[src/rtl/kcs_pkg.sv]
// ----------------------------------------------------------------------------
// kcs_pkg
// Shared constants, function codes and the queued item type for the keyword
// substitution cipher.
// ----------------------------------------------------------------------------
package kcs_pkg;

	localparam int ALPHABET_SIZE = 26;
	localparam int IDX_W         = 5;
	localparam int QUEUE_DEPTH   = 4;
	localparam int QPTR_W        = 2;
	localparam int QCNT_W        = 3;

	localparam logic [1:0] FN_START  = 2'd0;
	localparam logic [1:0] FN_KEY    = 2'd1;
	localparam logic [1:0] FN_FINISH = 2'd2;
	localparam logic [1:0] FN_TEXT   = 2'd3;

	localparam logic [7:0] CHAR_UA = 8'h41;
	localparam logic [7:0] CHAR_UZ = 8'h5A;
	localparam logic [7:0] CHAR_LA = 8'h61;
	localparam logic [7:0] CHAR_LZ = 8'h7A;

	localparam logic [IDX_W-1:0] IDX_LAST = IDX_W'(ALPHABET_SIZE - 1);
	localparam logic [IDX_W-1:0] IDX_FULL = IDX_W'(ALPHABET_SIZE);

	typedef struct packed {
		logic [1:0]       func;
		logic [7:0]       chr;
		logic             letter;
		logic             lower;
		logic [IDX_W-1:0] idx;
	} kcs_item_t;

endpackage

[src/rtl/kcs_front.sv]
// ----------------------------------------------------------------------------
// kcs_front
// Accepts input items, classifies the character as upper case letter, lower
// case letter or other, and pushes the classified item into the queue.
// ----------------------------------------------------------------------------
module kcs_front (
	input  logic              item_valid,
	input  logic [1:0]        func,
	input  logic [7:0]        char_in,
	output logic              item_stall,
	input  logic              q_full,
	output logic              push,
	output kcs_pkg::kcs_item_t push_item
);

	logic is_upper;
	logic is_lower;

	always_comb begin
		is_upper = (char_in >= kcs_pkg::CHAR_UA) && (char_in <= kcs_pkg::CHAR_UZ);
		is_lower = (char_in >= kcs_pkg::CHAR_LA) && (char_in <= kcs_pkg::CHAR_LZ);
		push_item.func   = func;
		push_item.chr    = char_in;
		push_item.letter = is_upper || is_lower;
		push_item.lower  = is_lower;
		if (is_lower) begin
			push_item.idx = kcs_pkg::IDX_W'(char_in - kcs_pkg::CHAR_LA);
		end else begin
			push_item.idx = kcs_pkg::IDX_W'(char_in - kcs_pkg::CHAR_UA);
		end
	end

	assign item_stall = q_full;
	assign push       = item_valid && !q_full;

endmodule

[src/rtl/kcs_queue.sv]
// ----------------------------------------------------------------------------
// kcs_queue
// Small first-in first-out queue of classified items between the front and
// the back of the cipher.
// ----------------------------------------------------------------------------
module kcs_queue (
	input  logic               clk,
	input  logic               arst_n,
	input  logic               push,
	input  kcs_pkg::kcs_item_t push_item,
	output logic               full,
	input  logic               pop,
	output logic               head_valid,
	output kcs_pkg::kcs_item_t head_item
);

	kcs_pkg::kcs_item_t               mem_q [kcs_pkg::QUEUE_DEPTH];
	logic [kcs_pkg::QPTR_W-1:0]       wr_ptr_q;
	logic [kcs_pkg::QPTR_W-1:0]       rd_ptr_q;
	logic [kcs_pkg::QCNT_W-1:0]       count_q;

	assign full       = (count_q == kcs_pkg::QCNT_W'(kcs_pkg::QUEUE_DEPTH));
	assign head_valid = (count_q != '0);
	assign head_item  = mem_q[rd_ptr_q];

	always_ff @(posedge clk) begin
		if (push) begin
			mem_q[wr_ptr_q] <= push_item;
		end
	end

	always_ff @(posedge clk or negedge arst_n) begin
		if (!arst_n) begin
			wr_ptr_q <= '0;
			rd_ptr_q <= '0;
			count_q  <= '0;
		end else begin
			if (push) begin
				wr_ptr_q <= wr_ptr_q + 1'b1;
			end
			if (pop) begin
				rd_ptr_q <= rd_ptr_q + 1'b1;
			end
			if (push && !pop) begin
				count_q <= count_q + 1'b1;
			end else if (pop && !push) begin
				count_q <= count_q - 1'b1;
			end
		end
	end

endmodule

[src/rtl/kcs_back.sv]
// ----------------------------------------------------------------------------
// kcs_back
// Executes queued items: builds the cipher and inverse tables from the
// keyword, walks the alphabet on finish, and substitutes text characters
// into the output register.
// ----------------------------------------------------------------------------
module kcs_back (
	input  logic               clk,
	input  logic               arst_n,
	input  logic               cfg_wen,
	input  logic               cfg_wdata,
	input  logic               head_valid,
	input  kcs_pkg::kcs_item_t head_item,
	output logic               pop,
	output logic               result_valid,
	input  logic               result_stall,
	output logic [7:0]         out_char,
	output logic               not_ready
);

	localparam logic ST_RUN  = 1'b0;
	localparam logic ST_FILL = 1'b1;

	logic                              state_q;
	logic [kcs_pkg::IDX_W-1:0]         walk_q;
	logic [kcs_pkg::ALPHABET_SIZE-1:0] used_q;
	logic [kcs_pkg::IDX_W-1:0]         fill_q;
	logic                              key_open_q;
	logic                              mode_q;
	logic [kcs_pkg::IDX_W-1:0]         cipher_q  [kcs_pkg::ALPHABET_SIZE];
	logic [kcs_pkg::IDX_W-1:0]         inverse_q [kcs_pkg::ALPHABET_SIZE];
	logic                              out_valid_q;
	logic [7:0]                        out_char_q;
	logic                              not_ready_q;

	logic                      out_free;
	logic                      is_text;
	logic                      append_en;
	logic [kcs_pkg::IDX_W-1:0] append_idx;
	logic [kcs_pkg::IDX_W-1:0] lookup;
	logic [kcs_pkg::IDX_W-1:0] mapped;
	logic [7:0]                base;
	logic [7:0]                text_out;

	assign out_free = !out_valid_q || !result_stall;
	assign is_text  = (head_item.func == kcs_pkg::FN_TEXT);
	assign pop      = (state_q == ST_RUN) && head_valid && (!is_text || out_free);

	always_comb begin
		append_en  = 1'b0;
		append_idx = head_item.idx;
		if (state_q == ST_FILL) begin
			append_idx = walk_q;
			append_en  = !used_q[walk_q] && (fill_q < kcs_pkg::IDX_FULL);
		end else if (pop && (head_item.func == kcs_pkg::FN_KEY)) begin
			append_en = key_open_q && head_item.letter && !used_q[head_item.idx]
				&& (fill_q < kcs_pkg::IDX_FULL);
		end
	end

	always_comb begin
		lookup = mode_q ? inverse_q[head_item.idx] : cipher_q[head_item.idx];
		mapped = (lookup < kcs_pkg::IDX_FULL) ? lookup : head_item.idx;
		base   = head_item.lower ? kcs_pkg::CHAR_LA : kcs_pkg::CHAR_UA;
		if (key_open_q || !head_item.letter) begin
			text_out = head_item.chr;
		end else begin
			text_out = base + {3'b000, mapped};
		end
	end

	always_ff @(posedge clk or negedge arst_n) begin
		if (!arst_n) begin
			state_q     <= ST_RUN;
			walk_q      <= '0;
			used_q      <= '0;
			fill_q      <= '0;
			key_open_q  <= 1'b0;
			mode_q      <= 1'b0;
			out_valid_q <= 1'b0;
			for (int i = 0; i < kcs_pkg::ALPHABET_SIZE; i++) begin
				cipher_q[i]  <= kcs_pkg::IDX_W'(i);
				inverse_q[i] <= kcs_pkg::IDX_W'(i);
			end
		end else begin
			if (cfg_wen) begin
				mode_q <= cfg_wdata;
			end
			if (append_en) begin
				cipher_q[fill_q]      <= append_idx;
				inverse_q[append_idx] <= fill_q;
				fill_q                <= fill_q + 1'b1;
				used_q[append_idx]    <= 1'b1;
			end
			if (pop && is_text) begin
				out_valid_q <= 1'b1;
			end else if (!result_stall) begin
				out_valid_q <= 1'b0;
			end
			unique case (state_q)
				ST_RUN: begin
					if (pop && (head_item.func == kcs_pkg::FN_START)) begin
						used_q     <= '0;
						fill_q     <= '0;
						key_open_q <= 1'b1;
					end else if (pop && (head_item.func == kcs_pkg::FN_FINISH) && key_open_q) begin
						state_q <= ST_FILL;
						walk_q  <= '0;
					end
				end
				ST_FILL: begin
					walk_q <= walk_q + 1'b1;
					if (walk_q == kcs_pkg::IDX_LAST) begin
						state_q    <= ST_RUN;
						key_open_q <= 1'b0;
					end
				end
				default: begin
					state_q <= ST_RUN;
				end
			endcase
		end
	end

	always_ff @(posedge clk) begin
		if (pop && is_text) begin
			out_char_q  <= text_out;
			not_ready_q <= key_open_q;
		end
	end

	assign result_valid = out_valid_q;
	assign out_char     = out_char_q;
	assign not_ready    = not_ready_q;

endmodule

[src/rtl/keyword_substitution_cipher.sv]
// ----------------------------------------------------------------------------
// keyword_substitution_cipher
// Keyword monoalphabetic substitution cipher with a classifying front end,
// an item queue and a table-driven back end.
// ----------------------------------------------------------------------------
// Start, keyword and text items are each handled as the back end pops them,
// so text characters are substituted at one item per cycle while the result
// is not stalled and no alphabet walk runs. A text result passes through the
// queue and then the output register. A finish item with a keyword open
// starts the fill state, which walks the alphabet and appends each letter the
// keyword left unused. The four-entry queue keeps accepting items during that
// walk. The mode register may be written only when no item is pending.
module keyword_substitution_cipher (
	input  logic       clk,
	input  logic       arst_n,
	input  logic       cfg_wen,
	input  logic       cfg_wdata,
	input  logic       item_valid,
	output logic       item_stall,
	input  logic [1:0] func,
	input  logic [7:0] char_in,
	output logic       result_valid,
	input  logic       result_stall,
	output logic [7:0] out_char,
	output logic       not_ready
);

	logic               q_full;
	logic               push;
	logic               pop;
	logic               head_valid;
	kcs_pkg::kcs_item_t push_item;
	kcs_pkg::kcs_item_t head_item;

	kcs_front u_front (
		.item_valid (item_valid),
		.func       (func),
		.char_in    (char_in),
		.item_stall (item_stall),
		.q_full     (q_full),
		.push       (push),
		.push_item  (push_item)
	);

	kcs_queue u_queue (
		.clk        (clk),
		.arst_n     (arst_n),
		.push       (push),
		.push_item  (push_item),
		.full       (q_full),
		.pop        (pop),
		.head_valid (head_valid),
		.head_item  (head_item)
	);

	kcs_back u_back (
		.clk          (clk),
		.arst_n       (arst_n),
		.cfg_wen      (cfg_wen),
		.cfg_wdata    (cfg_wdata),
		.head_valid   (head_valid),
		.head_item    (head_item),
		.pop          (pop),
		.result_valid (result_valid),
		.result_stall (result_stall),
		.out_char     (out_char),
		.not_ready    (not_ready)
	);

endmodule

[config.mk]
export PLATFORM = sky130hd
export DESIGN_NAME = keyword_substitution_cipher
export DESIGN_NICKNAME = d
export VERILOG_FILES = /design/src/rtl/kcs_pkg.sv /design/src/rtl/kcs_front.sv /design/src/rtl/kcs_queue.sv /design/src/rtl/kcs_back.sv /design/src/rtl/keyword_substitution_cipher.sv
export SDC_FILE = /design/constraint.sdc
export NUM_CORES = 1
export LEC_CHECK = 0
export BUFFER_PORTS_ARGS = -buffer_cell sky130_fd_sc_hd__buf_2
export CORE_ASPECT_RATIO = 0.5
export CORE_MARGIN = 3
export CORE_UTILIZATION = 45
export CTS_CLUSTER_DIAMETER = 100
export DETAILED_ROUTE_END_ITERATION = 7
export GPL_ROUTABILITY_DRIVEN = 0
export GPL_TIMING_DRIVEN = 0
export PLACE_DENSITY = 0.58
export SYNTH_ARGS = -nofsm -noshare
export SYNTH_HDL_FRONTEND = slang
export SYNTH_SLANG_ARGS = --single-unit
[constraint.sdc]
create_clock -name clk -period 8.4 [get_ports clk]
set_clock_uncertainty 0.15 [all_clocks]
set_input_delay 0 -clock clk [delete_from_list [all_inputs] [get_ports clk]]
set_output_delay 0 -clock clk [all_outputs]
set_load 0.03 [all_outputs]
==> flow_metrics.tcl <==
set metrics [dict create \
    outcome "complete, no violations" \
    syn_nets 1372 \
    postCtsHoldBufs 17 \
    ys_ff_latch 384 \
    synth.top_cells.by_area "dfrtp_1 (26%), dfstp_2 (16%), mux2_2 (15%)" \
    die_h_um 148 \
    ys_seq_area_share_pct 55.6 \
    final-hold-violation-count 0 \
    tightest_slew_ns 1.39 \
    pwr-share-clk_pct 19.7 \
    dp.cells 1899 \
    cts_buffer_depth 3 \
    die_w_um 291 \
    via_count 11600 \
    cts_sinks 384 \
    insertion_delay_ns 0.54 \
    drtAntennaViolNets 0 \
    period_needed_ns 5.88 \
    cts_root_buf "clkbuf_16" \
    netSwitchingFraction_pct 39.5 \
    yosysTopAreaCell "dfrtp_1" \
    post_drt_wl_per_cell_um 25.2 \
    netlist.area_leader.share_pct 26.5 \
    p_per_area_nw_per_um2 418 \
    wirelength_um 50000 \
    h-tree-depth 2 \
    dp_hpwl_um 34600 \
    crit_slowest_cell "buf_1" \
    fin_setup_tns_ns 0 \
    die_area_um2 43100 \
    cts_tree "done" \
    path_common_cell "buf_1" \
    p_sw_mw 3.39 \
    syn_inst 1341 \
    cts_buffers 37 \
    avgSynthCellArea_um2 13.6 \
    synth-edff-count 77 \
    slew-limit-headroom_pct 6.77 \
    grt_usage_pct 23.3 \
    grt_pass1_vias 11900 \
    seqPwrFrac_pct 35.2 \
    clkTransAtPathRegs_ns 0.06 \
    maxCapViolCount 0 \
    drt_iter0_markers 952 \
    syn-cell-area_um2 18200 \
    cpPeakStageDelay_ns 0.88 \
    drive_gt1_share_pct 37.3 \
    antenna_cells 0 \
    design.core.area_um2 39400 \
    comb_power_share_pct 45.1 \
    vdd_drop_max_mv 0.173 \
    nNetsFinal 1456 \
    leakage_nw 8.53 \
    end_kind "flip-flop" \
    dominantRegCellSynth "dfrtp_1" \
    crit_buf_inv 4 \
    ys_types 64 \
    max_freq_mhz 170 \
    route.detailed.drc 0 \
    post_cts_buffers 0 \
    worstSetupStartpointType "flip-flop" \
    rsz0062_at_grt "false" \
    start_util_pct 46.3 \
    setup_viol 0 \
    min_path_type "input port to flip-flop" \
    antenna_found_initial 2 \
    path_class "flip-flop to flip-flop" \
    path_cells "buf_4 -> mux4_2 -> buf_1 -> buf_1 -> clkbuf_1 -> nand2_1 -> a31oi_1 -> a221oi_1 -> o2bb2ai_1 -> a211oi_1 -> mux2i_1 -> xnor2_1 -> o21ai_0" \
    via_per_inst 5.84 \
    io_pins 27 \
    critPathArrivalTime_ns 6.01 \
    cp.required_ns 8.52 \
    path_max_fanout 10 \
    grt_first_pass_wirelength_um 75500 \
    slew_viol_final 0 \
    ys_async_sr_fraction_pct 79.9 \
    firstDrtPassIters 5 \
    p_int_mw 5.19 \
    grt_max_degree 119 \
    synth.most_common_cell "mux2_2" \
    nFillCells 3414 \
    area_delta_synth_final_pct 12.4 \
    ctsResizeCount 0 \
    grt-ovfl-total 0 \
    ff2ff_setup_slack_ns 2.52 \
    stdcell_count 1983 \
    path_delay_family "buffers and inverters" \
    synthTopCellsByCount "mux2_2 (243), dfrtp_1 (193), dfstp_2 (114)" \
    power_mw 8.58 \
    fin_crit_sh_pct 70.0 \
    rows 51 \
    yosysWarnings 0 \
    port_buffers 26 \
]
==> layer usage <==
layer  up-vias  routed length, um  GRT usage [%]
li1       5045                  -              -
met1      6093              22800           33.1
met2       357              22100           35.5
met3        88               3700           6.07
met4         0               1340           6.73
met5         -                  0              0
==> cells by family after synthesis <==
kind of cell	after synthesis	synth area share (%)
DFF	384	55.6
buffers and inverters	137	2.96
muxes	408	28.4
adders and majority gates	15	1.07
and+or+nand+nor	245	6.51
xor gates and xnor gates	16	0.768
AOI/OAI and AO/OA	136	4.74
==> per-stage QoR <==
stage	util (%)	hold WS [ns]	area, um^2	worst slack, ns
after floorplan	-	-0.446	18200	4.40
after global placement	48.3	0.0593	19000	1.74
after detailed placement	48.4	-0.119	19100	2.59
after CTS	52.0	0.0513	20500	2.60
after global routing	52.0	0.0759	20500	2.27
final	52.0	0.0701	20500	2.52
==> layout by cell type, fill, tap and decap left out, types with 14 or more instances in the layout <==
cell type      instances
nand2_1               71
clkbuf_16             39
ha_1                  14
a21oi_1               37
nor2_1                66
clkbuf_1              86
o21ai_0               35
nand2b_1              16
buf_2                 36
nand3_1               19
or2_2                 14
dfstp_2              114
dlygate4sd3_1         16
inv_1                 34
dfrtp_1              193
edfxtp_1              77
mux2_2               243
buf_1                 14
mux2i_1               91
mux4_2                59
==> power groups by stage <==
stage / sequential (mW) / combinational, mW / clock (mW)
after CTS: 3.02 / 3.84 / 1.71
after global routing: 3.10 / 4.13 / 1.80
after global placement: 3.00 / 3.73 / 0
after detailed placement: 3.05 / 3.82 / 0
after floorplan: 2.95 / 2.57 / 0
final: 3.02 / 3.87 / 1.69
==> layout make-up <==
cell class / count / area (um^2) / share of cell area (%)
plain buffers: 102 / 408 / 1.99
clock buffers: 59 / 1140 / 5.56
clock inverters: 8 / 71.3 / 0.348
inverters: 35 / 131 / 0.641
multi-input cells: 820 / 7580 / 36.9
flip-flops and latches: 384 / 10100 / 49.4
well taps: 530 / 663 / 3.23
repair buffers: 45 / 383 / 1.87
==> state kept, by name, indices dropped and copies added (netlist names) <==
register,cells
u_back.not_ready,1
u_back.mode_q,1
u_back.fill_q,5
u_queue.mem_q,68
u_back.state_q,1
u_back.inverse_q,130
u_back.result_valid,1
u_queue.rd_ptr_q,2
u_back.out_char,8
u_queue.count_q,3
u_back.key_open_q,1
u_back.walk_q,5
u_back.cipher_q,130
u_back.used_q,26
u_queue.wr_ptr_q,2
==> worst paths after layout <==
check,start,end,cells past startpoint
setup / recovery,u_queue.rd_ptr_q[0],u_back.out_char[1],13
hold reg to reg,u_back.inverse_q[11],u_back.inverse_q[11],2
hold / removal,func[1],u_queue.mem_q[3][16],2
min in group asynchronous,arst_n,u_back.inverse_q[97],3
setup reg to reg,u_queue.rd_ptr_q[0],u_back.out_char[1],13
max in group asynchronous,arst_n,u_back.cipher_q[61],4
==> worst register-to-register path, delay by kind of cell, from the launching register on <==
| kind | cells | cell delay, ns |
|---|---|---|
| simple gates | 1 | 0.14 |
| compound gates | 5 | 1.31 |
| flops | 1 | 0.36 |
| xor+xnor | 1 | 0.19 |
| mux | 2 | 1.03 |
| buf+inv | 4 | 2.43 |
Power figures use the tool's default switching activity.
